**src/wsdf_pkg.sv**
```systemverilog
// Package for the WebSocket frame deframer: opcode and frame type codes,
// the result item type and the opcode-to-type mapping.
// No dependencies.
package wsdf_pkg;

  // Opcodes from the first header byte
  localparam logic [3:0] OP_TEXT   = 4'h1;
  localparam logic [3:0] OP_BINARY = 4'h2;
  localparam logic [3:0] OP_CLOSE  = 4'h8;
  localparam logic [3:0] OP_PING   = 4'h9;
  localparam logic [3:0] OP_PONG   = 4'hA;

  // Frame type codes reported on the result channel
  localparam logic [2:0] FT_TEXT   = 3'd0;
  localparam logic [2:0] FT_BINARY = 3'd1;
  localparam logic [2:0] FT_CLOSE  = 3'd2;
  localparam logic [2:0] FT_PING   = 3'd3;
  localparam logic [2:0] FT_PONG   = 3'd4;
  localparam logic [2:0] FT_NONE   = 3'd7;

  // Header length codes in the 7-bit length field
  localparam logic [6:0] LEN_EXT16 = 7'd126;
  localparam logic [6:0] LEN_EXT64 = 7'd127;

  // Byte counts of the extended length and of the mask key
  localparam logic [3:0] EXT16_BYTES = 4'd2;
  localparam logic [3:0] EXT64_BYTES = 4'd8;
  localparam logic [3:0] KEY_BYTES   = 4'd4;

  // One result item
  typedef struct packed {
    logic       fin_bit;
    logic       has_data;
    logic [2:0] frame_type;
    logic [7:0] data_byte;
    logic       last_of_frame;
  } res_item_t;

  // Map an opcode to a reported frame type; FT_NONE means skip silently
  function automatic logic [2:0] type_of(input logic [3:0] op);
    logic [2:0] t;
    unique case (op)
      OP_TEXT:   t = FT_TEXT;
      OP_BINARY: t = FT_BINARY;
      OP_CLOSE:  t = FT_CLOSE;
      OP_PING:   t = FT_PING;
      OP_PONG:   t = FT_PONG;
      default:   t = FT_NONE;
    endcase
    return t;
  endfunction

endpackage

```
**src/websocket_frame_deframer_core.sv**
```systemverilog
// WebSocket frame deframer: parses a received byte stream into frame events
// and unmasked payload bytes. Depends on wsdf_pkg.
//
// Usage:
//   Slave channel s_axis_*: one received stream byte per item in tdata.
//   Master channel m_axis_*: one result item per payload byte of a text,
//   binary, ping or pong frame, one event for an empty frame of those types,
//   and one close event at the end of a close frame. tlast marks the final
//   item of a frame; tuser carries frame type, has_data and the FIN flag.
//   Continuation and unknown opcodes are parsed and dropped without output.
// Output: a result enters the output register when the byte that causes it
//   is accepted, or the skid register while a result still waits there.
// Throughput: one byte per cycle while s_axis_tready_o is high; the header
//   parser, 64-bit payload decrement and unmask XOR settle in the accepting cycle.
// Stall: results sit in an output register backed by one skid register, so
//   a byte is still taken while a finished result waits; s_axis_tready_o
//   falls only once both hold results, and rises again when the receiver
//   takes one.
// Reset: rst_ni clears the parser to wait for a first header byte and empties
//   the output and skid registers.
module websocket_frame_deframer_core
  import wsdf_pkg::*;
(
  input  logic       clk_i,
  input  logic       rst_ni,
  input  logic       s_axis_tvalid_i,
  output logic       s_axis_tready_o,
  input  logic [7:0] s_axis_tdata_i,   // [7:0] rx_byte
  output logic       m_axis_tvalid_o,
  input  logic       m_axis_tready_i,
  output logic [7:0] m_axis_tdata_o,   // [7:0] data_byte
  output logic       m_axis_tlast_o,   // last_of_frame
  output logic [4:0] m_axis_tuser_o    // [2:0] frame_type, [3] has_data, [4] fin_bit
);

  typedef enum logic [2:0] {
    PH_HDR0    = 3'd0,
    PH_HDR1    = 3'd1,
    PH_EXTLEN  = 3'd2,
    PH_KEY     = 3'd3,
    PH_PAYLOAD = 3'd4
  } phase_e;

  phase_e      phase_q, phase_d;
  logic [3:0]  opcode_q, opcode_d;
  logic        fin_q, fin_d;
  logic        mask_q, mask_d;
  logic [3:0]  hdr_left_q, hdr_left_d;
  logic [63:0] remain_q, remain_d;
  logic [31:0] key_q, key_d;
  logic [1:0]  mpos_q, mpos_d;

  logic        out_vld_q, skid_vld_q;
  res_item_t   out_q, skid_q;

  logic        s_acc, out_pop;
  logic        r_vld;
  res_item_t   r_item;
  logic        len_done, hdr_done;
  logic [2:0]  cur_type;
  logic [63:0] remain_dec;
  logic [7:0]  key_byte;
  logic        pay_last;

  assign s_axis_tready_o = ~skid_vld_q;
  assign s_acc           = s_axis_tvalid_i & s_axis_tready_o;
  assign out_pop         = out_vld_q & m_axis_tready_i;

  assign cur_type   = type_of(opcode_q);
  assign remain_dec = remain_q - 64'd1;
  assign pay_last   = (remain_dec == 64'd0);

  // Pick the key byte for this payload byte, first key byte at position 0
  always_comb begin
    unique case (mpos_q)
      2'd0:    key_byte = key_q[31:24];
      2'd1:    key_byte = key_q[23:16];
      2'd2:    key_byte = key_q[15:8];
      default: key_byte = key_q[7:0];
    endcase
  end

  // Parse one byte: next parser state and the result it causes
  always_comb begin
    phase_d    = phase_q;
    opcode_d   = opcode_q;
    fin_d      = fin_q;
    mask_d     = mask_q;
    hdr_left_d = hdr_left_q;
    remain_d   = remain_q;
    key_d      = key_q;
    mpos_d     = mpos_q;
    len_done   = 1'b0;
    hdr_done   = 1'b0;
    r_vld      = 1'b0;
    r_item     = '{fin_bit: fin_q, has_data: 1'b0, frame_type: FT_TEXT,
                   data_byte: 8'h00, last_of_frame: 1'b0};

    unique case (phase_q)
      PH_HDR1: begin
        mask_d   = s_axis_tdata_i[7];
        remain_d = 64'd0;
        if (s_axis_tdata_i[6:0] < LEN_EXT16) begin
          remain_d = {57'd0, s_axis_tdata_i[6:0]};
          len_done = 1'b1;
        end else begin
          hdr_left_d = (s_axis_tdata_i[6:0] == LEN_EXT64) ? EXT64_BYTES : EXT16_BYTES;
          phase_d    = PH_EXTLEN;
        end
      end
      PH_EXTLEN: begin
        remain_d   = {remain_q[55:0], s_axis_tdata_i};
        hdr_left_d = hdr_left_q - 4'd1;
        len_done   = (hdr_left_d == 4'd0);
      end
      PH_KEY: begin
        key_d      = {key_q[23:0], s_axis_tdata_i};
        hdr_left_d = hdr_left_q - 4'd1;
        hdr_done   = (hdr_left_d == 4'd0);
      end
      PH_PAYLOAD: begin
        remain_d = remain_dec;
        mpos_d   = mpos_q + 2'd1;
        if (pay_last) begin
          phase_d = PH_HDR0;
        end
        if (cur_type == FT_CLOSE) begin
          // Skip close payload, report once at its end
          r_vld                = pay_last;
          r_item.frame_type    = FT_CLOSE;
          r_item.last_of_frame = 1'b1;
        end else if (cur_type != FT_NONE) begin
          r_vld                = 1'b1;
          r_item.frame_type    = cur_type;
          r_item.has_data      = 1'b1;
          r_item.data_byte     = s_axis_tdata_i ^ (mask_q ? key_byte : 8'h00);
          r_item.last_of_frame = pay_last;
        end
      end
      default: begin
        // First header byte, also for unused phase codes
        fin_d    = s_axis_tdata_i[7];
        opcode_d = s_axis_tdata_i[3:0];
        phase_d  = PH_HDR1;
      end
    endcase

    // Length complete: collect the key or close the header
    if (len_done) begin
      if (mask_d) begin
        hdr_left_d = KEY_BYTES;
        key_d      = 32'd0;
        phase_d    = PH_KEY;
      end else begin
        hdr_done = 1'b1;
      end
    end

    // Header complete: enter payload or finish an empty frame
    if (hdr_done) begin
      mpos_d = 2'd0;
      if (remain_d != 64'd0) begin
        phase_d = PH_PAYLOAD;
      end else begin
        phase_d = PH_HDR0;
        if (cur_type != FT_NONE) begin
          r_vld                = 1'b1;
          r_item.frame_type    = cur_type;
          r_item.last_of_frame = 1'b1;
        end
      end
    end
  end

  // Hold parser state, advance on each accepted item
  always_ff @(posedge clk_i or negedge rst_ni) begin
    if (!rst_ni) begin
      phase_q    <= PH_HDR0;
      opcode_q   <= 4'd0;
      fin_q      <= 1'b0;
      mask_q     <= 1'b0;
      hdr_left_q <= 4'd0;
      remain_q   <= 64'd0;
      key_q      <= 32'd0;
      mpos_q     <= 2'd0;
    end else if (s_acc) begin
      phase_q    <= phase_d;
      opcode_q   <= opcode_d;
      fin_q      <= fin_d;
      mask_q     <= mask_d;
      hdr_left_q <= hdr_left_d;
      remain_q   <= remain_d;
      key_q      <= key_d;
      mpos_q     <= mpos_d;
    end
  end

  // Output register with skid stage
  always_ff @(posedge clk_i or negedge rst_ni) begin
    if (!rst_ni) begin
      out_vld_q  <= 1'b0;
      skid_vld_q <= 1'b0;
    end else if (skid_vld_q) begin
      if (out_pop) begin
        out_vld_q  <= 1'b1;
        skid_vld_q <= 1'b0;
      end
    end else if (!out_vld_q || out_pop) begin
      out_vld_q <= s_acc & r_vld;
    end else if (s_acc && r_vld) begin
      skid_vld_q <= 1'b1;
    end
  end

  // Payload of the output and skid registers
  always_ff @(posedge clk_i) begin
    if (skid_vld_q) begin
      if (out_pop) begin
        out_q <= skid_q;
      end
    end else if (!out_vld_q || out_pop) begin
      if (s_acc && r_vld) begin
        out_q <= r_item;
      end
    end else if (s_acc && r_vld) begin
      skid_q <= r_item;
    end
  end

  assign m_axis_tvalid_o = out_vld_q;
  assign m_axis_tdata_o  = out_q.data_byte;
  assign m_axis_tlast_o  = out_q.last_of_frame;
  assign m_axis_tuser_o  = {out_q.fin_bit, out_q.has_data, out_q.frame_type};

endmodule

```
**config.mk**
```make
export PLATFORM = sky130hd
export DESIGN_NAME = websocket_frame_deframer_core
export DESIGN_NICKNAME = d
export VERILOG_FILES = /design/src/wsdf_pkg.sv /design/src/websocket_frame_deframer_core.sv
export SDC_FILE = /design/constraint.sdc
export NUM_CORES = 1
export LEC_CHECK = 0
export ABC_AREA = 1
export BUFFER_PORTS_ARGS = -buffer_cell sky130_fd_sc_hd__buf_4
export CORE_UTILIZATION = 50
export CTS_CLUSTER_DIAMETER = 100
export DETAILED_ROUTE_END_ITERATION = 6
export GPL_TIMING_DRIVEN = 1
export PLACE_DENSITY = 0.63
export SETUP_SLACK_MARGIN = 0.15
export SYNTH_ARGS = -nofsm -noshare
export SYNTH_HDL_FRONTEND = slang
export SYNTH_SLANG_ARGS = --single-unit
```
**constraint.sdc**
```tcl
create_clock -name clk_i -period 4 [get_ports clk_i]
set_clock_uncertainty 0.1 [all_clocks]
set_input_delay 0.8 -clock clk_i [delete_from_list [all_inputs] [get_ports clk_i]]
set_output_delay 0.8 -clock clk_i [all_outputs]
set_load 0.02 [all_outputs]
```
==> impl_metrics.xml, run 1 <==
<?xml version="1.0" encoding="UTF-8"?>
<metrics>
  <group name="global_route">
    <metric name="antenna_violations_before_repair" unit="">0</metric>
    <metric name="grt_start_max_net_pins" unit="">65</metric>
    <metric name="number_of_global_route_vias_before_repair" unit="">9650</metric>
    <metric name="grt_overflow" unit="">0</metric>
    <metric name="grt_first_pass_wirelength" unit="mm">53.07</metric>
    <metric name="grt_util_all_layers" unit="">0.3243</metric>
  </group>
  <group name="floorplanning">
    <metric name="chip_width" unit="µm">145.0</metric>
    <metric name="initial_utilization" unit="">0.5170</metric>
    <metric name="coreArea" unit="µm²">19780</metric>
    <metric name="pin_count" unit="">28</metric>
    <metric name="floorplan.die_area" unit="µm²">21030</metric>
    <metric name="die_h" unit="µm">145.0</metric>
    <metric name="core.rowCount" unit="">51</metric>
  </group>
  <group name="placement">
    <metric name="total_of_buffers_placed_on_input_and_output_ports" unit="">27</metric>
    <metric name="dp_hpwl" unit="mm">24.56</metric>
    <metric name="finalWeightedCongestion" unit="">0.9785</metric>
  </group>
  <group name="pwr">
    <metric name="vdd_ir_drop_max" unit="mV">0.4717</metric>
    <metric name="power_per_cell_area" unit="nW/µm²">920.1</metric>
    <metric name="leakagePower" unit="nW">5.575</metric>
  </group>
  <group name="clock_network">
    <metric name="tritoncts" unit="">done</metric>
    <metric name="tritoncts.num_buffers" unit="">17</metric>
    <metric name="clock_slew_seen_by_the_registers_of_the_worst_setup_and_hold_paths" unit="ns">0.07</metric>
    <metric name="cts.path.max_buffers" unit="">2</metric>
    <metric name="clock-root-buffer" unit="">clkbuf_16</metric>
    <metric name="cts.htree.levels" unit="">4</metric>
    <metric name="cts_sinks" unit="">141</metric>
    <metric name="clock_insertion_delay_worst_skew" unit="ns">0.44</metric>
  </group>
  <group name="detailed_routing">
    <metric name="via_per_inst" unit="">5.604</metric>
    <metric name="dr.first_iter.drc_count" unit="">1082</metric>
    <metric name="post-route-drc-count" unit="">0</metric>
    <metric name="num_vias" unit="">10710</metric>
    <metric name="detail_route_antenna_nets" unit="">0</metric>
    <metric name="average_wire_per_cell_in_the_routed_design" unit="µm">17.39</metric>
    <metric name="total_length_of_routed_wires" unit="mm">33.23</metric>
    <metric name="drt-pass1-iter-count" unit="">5</metric>
  </group>
  <group name="critical_path">
    <metric name="crit_path_top_delay_cell" unit="">dfrtp_1</metric>
    <metric name="reg2reg_from" unit="">remain_q[0]$_DFFE_PN0P_</metric>
    <metric name="crit_start" unit="">remain_q[0]$_DFFE_PN0P_</metric>
    <metric name="crit_type" unit="">reg2reg</metric>
    <metric name="critical_path.max_stage_delay" unit="ns">0.39</metric>
    <metric name="critical_path.cell_chain" unit="">inv_1 &gt; ha_1 &gt; nand2_2 &gt; nor2_4 &gt; nand2_2 &gt; nor2_4 &gt; nand2_1 &gt; nand2_1 &gt; nand2_1 &gt; nand2_1 &gt; nand2_1 &gt; nand2_1 &gt; nand2_1 &gt; nor2_1 &gt; nand3_1 &gt; nor2_1 &gt; nand3_1 &gt; nand2_1 &gt; nand2_2 &gt; a21oi_1 &gt; buf_6</metric>
    <metric name="start_kind" unit="">flop</metric>
    <metric name="critPathTopFamily" unit="">simple AND/OR/NAND/NOR gates</metric>
    <metric name="worstPathRequired" unit="ns">4.04</metric>
    <metric name="crit_path_frequent_cell" unit="">nand2_1</metric>
    <metric name="critical_path_buf_inv_count" unit="">2</metric>
    <metric name="critical_path.endpoint_type" unit="">flop</metric>
    <metric name="cp_data_arrival_time" unit="ns">3.65</metric>
    <metric name="worstPathMaxFanout" unit="">14</metric>
  </group>
  <group name="sta">
    <metric name="final-hold-violation-count" unit="">0</metric>
    <metric name="totalNegativeSetupSlack" unit="ns">0</metric>
    <metric name="final_period_minus_worst_setup_slack" unit="ns">3.616</metric>
    <metric name="finalHoldWorstSlack" unit="ns">0.3141</metric>
    <metric name="slew_violations" unit="">0</metric>
    <metric name="clock.fmax" unit="MHz">276.5</metric>
    <metric name="worst-slew-pin-transition" unit="ns">0.7185</metric>
    <metric name="timing.slew.headroom" unit="">0.5210</metric>
    <metric name="timing.final.crit_share" unit="">0.9040</metric>
    <metric name="setup_repair_after_global_routing_missed_its_margin" unit="">false</metric>
    <metric name="number_of_failing_setup_endpoints_in_the_final_timing_report" unit="">0</metric>
  </group>
  <group name="logic_synthesis">
    <metric name="synth_area_per_cell" unit="µm²">6.329</metric>
    <metric name="yosysWarningCount" unit="">0</metric>
    <metric name="register_area_share_after_synthesis" unit="">0.3587</metric>
    <metric name="post_synthesis_net_count" unit="">1636</metric>
    <metric name="yosysUniqueCellTypes" unit="">39</metric>
    <metric name="post_synth_instance_area" unit="µm²">10230</metric>
    <metric name="ys_seq_elements" unit="">141</metric>
    <metric name="synthCells" unit="">1616</metric>
  </group>
  <group name="run">
    <metric name="cap_violations" unit="">0</metric>
  </group>
  <group name="hold_path">
    <metric name="min_path_type" unit="">in2async</metric>
  </group>
  <group name="finish">
    <metric name="layout.cells.most_common_list" unit="">nand2_1, nor2_1, inv_1</metric>
    <metric name="n_antenna_cell" unit="">0</metric>
    <metric name="final.fill_count" unit="">1982</metric>
    <metric name="final_common_cell" unit="">nand2_1</metric>
    <metric name="drive_above_1_share" unit="">0.08688</metric>
    <metric name="syn_to_final_growth" unit="%">11.35</metric>
    <metric name="nets" unit="">1653</metric>
  </group>
  <group name="status">
    <metric name="status" unit="">finished clean</metric>
  </group>
</metrics>
[power by group]
part           internal (W)  switching, W  total (W)
logic               0.00191       0.00455    0.00646
registers           0.00189      0.000528    0.00242
clock network      0.000880      0.000723    0.00160
[final timing paths]
kind	to	slack [ns]	cells after the start
min reg2reg	m_axis_tdata_o[5]$_DFFE_PP_	0.42	2
max reg2reg	m_axis_tuser_o[2]$_DFFE_PP_	0.38	21
min	key_q[7]$_DFFE_PN0P_	0.31	1
max in group asynchronous	remain_q[23]$_DFFE_PN0P_	2.70	2
min in group clk_i	m_axis_tdata_o[5]$_DFFE_PP_	0.42	2
max	m_axis_tuser_o[2]$_DFFE_PP_	0.38	21
[logic make-up after synthesis]
group           after synthesis  synth area share
compound gates              234            0.1274
simple gates               1009            0.4124
xor+xnor                     14           0.01199
mux                           1          0.001101
buf+inv                     209           0.07866
flops                       141            0.3587
fa+ha+maj                     8          0.009788
[Yosys cell counts (all sizes together)]
| cell type | n | area share |
|---|---|---|
| a22oi | 1 | 0.00073 |
| o22ai | 42 | 0.026 |
| xor2 | 11 | 0.0094 |
| o211ai | 11 | 0.0081 |
| clkbuf | 41 | 0.015 |
| a21boi | 1 | 0.00073 |
| nand3 | 132 | 0.066 |
| nand2 | 597 | 0.22 |
| nor3 | 3 | 0.0015 |
| or2 | 1 | 0.00061 |
| edfxtp | 28 | 0.082 |
| a211oi | 1 | 0.00073 |
| nor2 | 252 | 0.10 |
| nand3b | 12 | 0.0088 |
| mux2 | 1 | 0.0011 |
| dfrtp | 113 | 0.28 |
| clkinv | 2 | 0.00073 |
| o31ai | 1 | 0.00073 |
| buf | 16 | 0.0078 |
| nand4 | 6 | 0.0037 |
| o221ai | 8 | 0.0069 |
| xnor2 | 3 | 0.0026 |
| ha | 8 | 0.0098 |
| o21ai | 129 | 0.063 |
| inv | 150 | 0.055 |
| a21oi | 40 | 0.021 |
| and2 | 6 | 0.0037 |
[area by class of cell]
type | count | area [µm²] | area share
clock buffers | 18 | 429.2 | 0.03768
clock inverters | 14 | 147.6 | 0.01296
inverters | 152 | 571.8 | 0.05021
multi-input cells | 1266 | 5786 | 0.5080
flip-flops and latches | 141 | 3669 | 0.3221
well taps | 265 | 331.6 | 0.02911
repair buffers | 55 | 454.2 | 0.03988
[registers in the layout, indices dropped and copies added, names as in the netlist]
name	cells
remain_q	64
opcode_q	4
skid_q	14
m_axis_tlast_o	1
fin_q	1
m_axis_tvalid_o	1
key_q	32
m_axis_tdata_o	8
mask_q	1
skid_vld_q	1
hdr_left_q	4
mpos_q	2
m_axis_tuser_o	5
phase_q	3
[metal layers]
| layer | part of all wire | GRT usage |
|---|---|---|
| met5 | 0 | 0 |
| met3 | 0.080 | 0.05314 |
| met2 | 0.42 | 0.4709 |
| met4 | 0.023 | 0.09947 |
| met1 | 0.47 | 0.4880 |
[what timing repair did]
action | CTS | global route
hold buffers | 0 | 0
setup buffers | 0 | 1
resized for setup | 0 | 4
setup endpoints to repair | 0 | 28
[metrics by stage]
stage | instances | cell area, µm² | util | setup slack (ns) | total power [W]
after global placement | 1878 | 10790 | 0.5452 | 0.3261 | 0.008651
after floorplan | 1616 | 10230 | - | 0.3703 | 0.006800
final | 1911 | 11390 | 0.5757 | 0.3839 | 0.01048
after CTS | 1910 | 11360 | 0.5744 | 0.3620 | 0.01030
after detailed placement | 1878 | 10790 | 0.5452 | 0.3116 | 0.008668
after global routing | 1911 | 11390 | 0.5757 | 0.1348 | 0.01132
No activity file was read; power rests on OpenSTA's default activity.
==> run 2: changes to the inputs <==
--- a/config.mk
+++ b/config.mk
@@ -8,9 +8,11 @@
 export ABC_AREA = 1
 export BUFFER_PORTS_ARGS = -buffer_cell sky130_fd_sc_hd__buf_4
-export CORE_UTILIZATION = 50
+export CELL_PAD_IN_SITES_DETAIL_PLACEMENT = 1
+export CELL_PAD_IN_SITES_GLOBAL_PLACEMENT = 2
+export CORE_UTILIZATION = 35
 export CTS_CLUSTER_DIAMETER = 100
 export DETAILED_ROUTE_END_ITERATION = 6
 export GPL_TIMING_DRIVEN = 1
-export PLACE_DENSITY = 0.63
+export PLACE_DENSITY = 0.78
 export SETUP_SLACK_MARGIN = 0.15
 export SYNTH_ARGS = -nofsm -noshare
==> constraint.sdc (replaced) <==
create_clock -name clk_i -period 4 [get_ports clk_i]
set_clock_uncertainty 0.1 [all_clocks]
set_input_delay 0 -clock clk_i [delete_from_list [all_inputs] [get_ports clk_i]]
set_output_delay 0 -clock clk_i [all_outputs]
set_load 0.02 [all_outputs]
==> run 2 against run 1 <==
Worst setup slack better by 0.044 ns. Flip-flop and latch count unchanged. Total power increased by 3.2%. First-iteration DRC count is 42% lower. Critical path depth down 3. Final area up 2.9%. Largest cell class unchanged. Highest routed layer unchanged.
==> impl_metrics.xml, run 2 (synthesis results as in run 1) <==
<?xml version="1.0" encoding="UTF-8"?>
<metrics>
  <group name="clock_network">
    <metric name="cts.path.max_buffers" unit="">2</metric>
    <metric name="clock_slew_seen_by_the_registers_of_the_worst_setup_and_hold_paths" unit="ns">0.08</metric>
    <metric name="clock_insertion_delay_worst_skew" unit="ns">0.45</metric>
    <metric name="tritoncts" unit="">done</metric>
    <metric name="tritoncts.num_buffers" unit="">17</metric>
    <metric name="cts_sinks" unit="">141</metric>
    <metric name="clock-root-buffer" unit="">clkbuf_16</metric>
    <metric name="cts.htree.levels" unit="">4</metric>
  </group>
  <group name="critical_path">
    <metric name="crit_start" unit="">remain_q[32]$_DFFE_PN0P_</metric>
    <metric name="worstPathMaxFanout" unit="">14</metric>
    <metric name="reg2reg_from" unit="">remain_q[32]$_DFFE_PN0P_</metric>
    <metric name="crit_type" unit="">reg2reg</metric>
    <metric name="critical_path.cell_chain" unit="">nor2_1 &gt; nand2_1 &gt; nor2_1 &gt; nand2_1 &gt; nor2_2 &gt; nand3_1 &gt; nand3_1 &gt; nand3_1 &gt; nor2_1 &gt; nand2_1 &gt; nor2_1 &gt; nand2_1 &gt; nor2_2 &gt; nand3_1 &gt; nand2_1 &gt; nand2_2 &gt; nor2_1 &gt; buf_6</metric>
    <metric name="critPathTopFamily" unit="">simple AND/OR/NAND/NOR gates</metric>
    <metric name="start_kind" unit="">flop</metric>
    <metric name="crit_path_top_delay_cell" unit="">dfrtp_1</metric>
    <metric name="critical_path.endpoint_type" unit="">flop</metric>
    <metric name="critical_path_buf_inv_count" unit="">1</metric>
    <metric name="worstPathRequired" unit="ns">4.05</metric>
    <metric name="critical_path.max_stage_delay" unit="ns">0.49</metric>
    <metric name="cp_data_arrival_time" unit="ns">3.62</metric>
  </group>
  <group name="sta">
    <metric name="totalNegativeSetupSlack" unit="ns">0</metric>
    <metric name="number_of_failing_setup_endpoints_in_the_final_timing_report" unit="">0</metric>
    <metric name="finalHoldWorstSlack" unit="ns">0.06760</metric>
    <metric name="timing.slew.headroom" unit="">0.2972</metric>
    <metric name="timing.final.crit_share" unit="">0.8930</metric>
    <metric name="worst-slew-pin-transition" unit="ns">1.054</metric>
    <metric name="final_period_minus_worst_setup_slack" unit="ns">3.572</metric>
    <metric name="setup_repair_after_global_routing_missed_its_margin" unit="">false</metric>
    <metric name="slew_violations" unit="">0</metric>
    <metric name="final-hold-violation-count" unit="">0</metric>
    <metric name="clock.fmax" unit="MHz">280.0</metric>
  </group>
  <group name="global_route">
    <metric name="grt_start_max_net_pins" unit="">100</metric>
    <metric name="grt_util_all_layers" unit="">0.2671</metric>
    <metric name="grt_overflow" unit="">0</metric>
    <metric name="grt_first_pass_wirelength" unit="mm">61.38</metric>
    <metric name="number_of_global_route_vias_before_repair" unit="">10720</metric>
    <metric name="antenna_violations_before_repair" unit="">0</metric>
  </group>
  <group name="pwr">
    <metric name="p_comb_frac" unit="">0.637</metric>
    <metric name="vdd_ir_drop_max" unit="mV">0.3363</metric>
    <metric name="power.switching" unit="W">0.006114</metric>
    <metric name="power_per_cell_area" unit="nW/µm²">922.9</metric>
    <metric name="leakagePower" unit="nW">5.654</metric>
    <metric name="p_seq_frac" unit="">0.220</metric>
    <metric name="power_frac_clock" unit="">0.143</metric>
    <metric name="internal_power" unit="W">0.004700</metric>
    <metric name="power.switching_fraction" unit="">0.5654</metric>
  </group>
  <group name="placement">
    <metric name="dp_hpwl" unit="mm">28.81</metric>
    <metric name="total_of_buffers_placed_on_input_and_output_ports" unit="">27</metric>
    <metric name="finalWeightedCongestion" unit="">0.8937</metric>
    <metric name="place_area" unit="µm²">10990</metric>
  </group>
  <group name="detailed_routing">
    <metric name="total_length_of_routed_wires" unit="mm">38.92</metric>
    <metric name="drt-pass1-iter-count" unit="">5</metric>
    <metric name="average_wire_per_cell_in_the_routed_design" unit="µm">19.00</metric>
    <metric name="dr.first_iter.drc_count" unit="">623</metric>
    <metric name="detail_route_antenna_nets" unit="">0</metric>
    <metric name="via_per_inst" unit="">5.229</metric>
    <metric name="num_vias" unit="">10720</metric>
    <metric name="post-route-drc-count" unit="">0</metric>
  </group>
  <group name="finish">
    <metric name="n_antenna_cell" unit="">0</metric>
    <metric name="drive_above_1_share" unit="">0.09610</metric>
    <metric name="seqCellArea" unit="µm²">3669</metric>
    <metric name="multiInputGateArea" unit="µm²">5812</metric>
    <metric name="nets" unit="">1672</metric>
    <metric name="layout.cells.most_common_list" unit="">nand2_1, nor2_1, inv_1</metric>
    <metric name="final_common_cell" unit="">nand2_1</metric>
    <metric name="syn_to_final_growth" unit="%">14.57</metric>
    <metric name="largest_register_ff_count" unit="">64</metric>
    <metric name="layout_top_registers" unit="">remain_q x64, key_q x32, skid_q x14</metric>
    <metric name="finish.instance_area" unit="µm²">11720</metric>
    <metric name="registers.top_by_ff_count" unit="">remain_q</metric>
    <metric name="final.fill_count" unit="">3774</metric>
  </group>
  <group name="floorplanning">
    <metric name="initial_utilization" unit="">0.3563</metric>
    <metric name="die_h" unit="µm">172.9</metric>
    <metric name="pin_count" unit="">28</metric>
    <metric name="core.rowCount" unit="">62</metric>
    <metric name="chip_width" unit="µm">172.9</metric>
    <metric name="floorplan.die_area" unit="µm²">29910</metric>
    <metric name="coreArea" unit="µm²">28700</metric>
  </group>
  <group name="run">
    <metric name="cap_violations" unit="">0</metric>
  </group>
  <group name="hold_path">
    <metric name="min_path_type" unit="">in2reg</metric>
    <metric name="worstHoldStart" unit="">s_axis_tvalid_i</metric>
  </group>
  <group name="status">
    <metric name="status" unit="">finished clean</metric>
  </group>
</metrics>
==> run 2: cell types whose count changed in the layout (fill, tap and decap cells not counted), sizes merged <==
cell / before / now
bufinv: 1 / 0
inv: 157 / 155
dlygate4sd3: 0 / 10
buf: 55 / 64
clkbuf: 18 / 19
clkinv: 5 / 6
clkinvlp: 3 / 4
==> run 2: metal layers <==
metal | track usage | up-vias | wire length (µm)
li1 | - | 5282 | -
met1 | 0.3839 | 5242 | 19580
met2 | 0.4229 | 157 | 17520
met3 | 0.03452 | 34 | 1254
met4 | 0.06674 | 0 | 561
met5 | 0 | - | 0
==> run 2: through the flow <==
step                setup slack [ns]  std cells  total power [W]  utilization
CTS                           0.1752       2044          0.01074       0.4053
floorplan                     0.5730       1616         0.006800            -
global placement              0.1449       2002         0.009046       0.3829
global route                  0.1534       2049          0.01178       0.4082
finish                        0.4279       2049          0.01081       0.4082
detailed placement            0.1324       2002         0.009126       0.3829
==> run 2: tightest hold or removal path, delay by kind of cell <==
kind / cells / cell delay (ns)
and+or+nand+nor: 2 / 0.24
buffers and inverters: 2 / 0.26
AOI/OAI and AO/OA: 1 / 0.06
==> run 2: path summary, 6_finish.rpt <==
kind / end / slack (ns) / cells after the start
max reg2reg: skid_q[5]$_DFFE_PP_ / 0.43 / 18
min in group asynchronous: key_q[25]$_DFFE_PN0P_ / 0.12 / 2
max in group asynchronous: key_q[7]$_DFFE_PN0P_ / 2.62 / 3
min reg2reg: m_axis_tdata_o[0]$_DFFE_PP_ / 0.44 / 2
max: skid_q[5]$_DFFE_PP_ / 0.43 / 18
min: phase_q[2]$_DFFE_PN0P_ / 0.07 / 5
==> run 2: repair_timing <==
action | CTS | global route
setup buffers | 0 | 5
endpoints found under the hold margin | 116 | 0
gates resized for setup | 1 | 15
endpoints found under the setup margin | 28 | 28
hold buffers | 10 | 0
pin swaps | 0 | 4
==> run 2: final cells by class <==
type	count	area share
Clock buffer	19	0.03695
Clock inverter	13	0.009290
Inverter	152	0.04891
Multi-Input combinational cell	1266	0.4960
Sequential cell	141	0.3131
Tap cell	384	0.04100
Timing Repair Buffer	74	0.05478
==> run 2: power groups by stage <==
stage | clock [W] | combinational [W] | sequential [W]
2_1_floorplan | 0 | 0.00455 | 0.00225
3_3_place_gp | 0 | 0.00667 | 0.00238
3_5_place_dp | 0 | 0.00673 | 0.00239
4_1_cts | 0.00158 | 0.00678 | 0.00237
5_1_grt | 0.00163 | 0.00771 | 0.00244
6_report | 0.00154 | 0.00689 | 0.00238
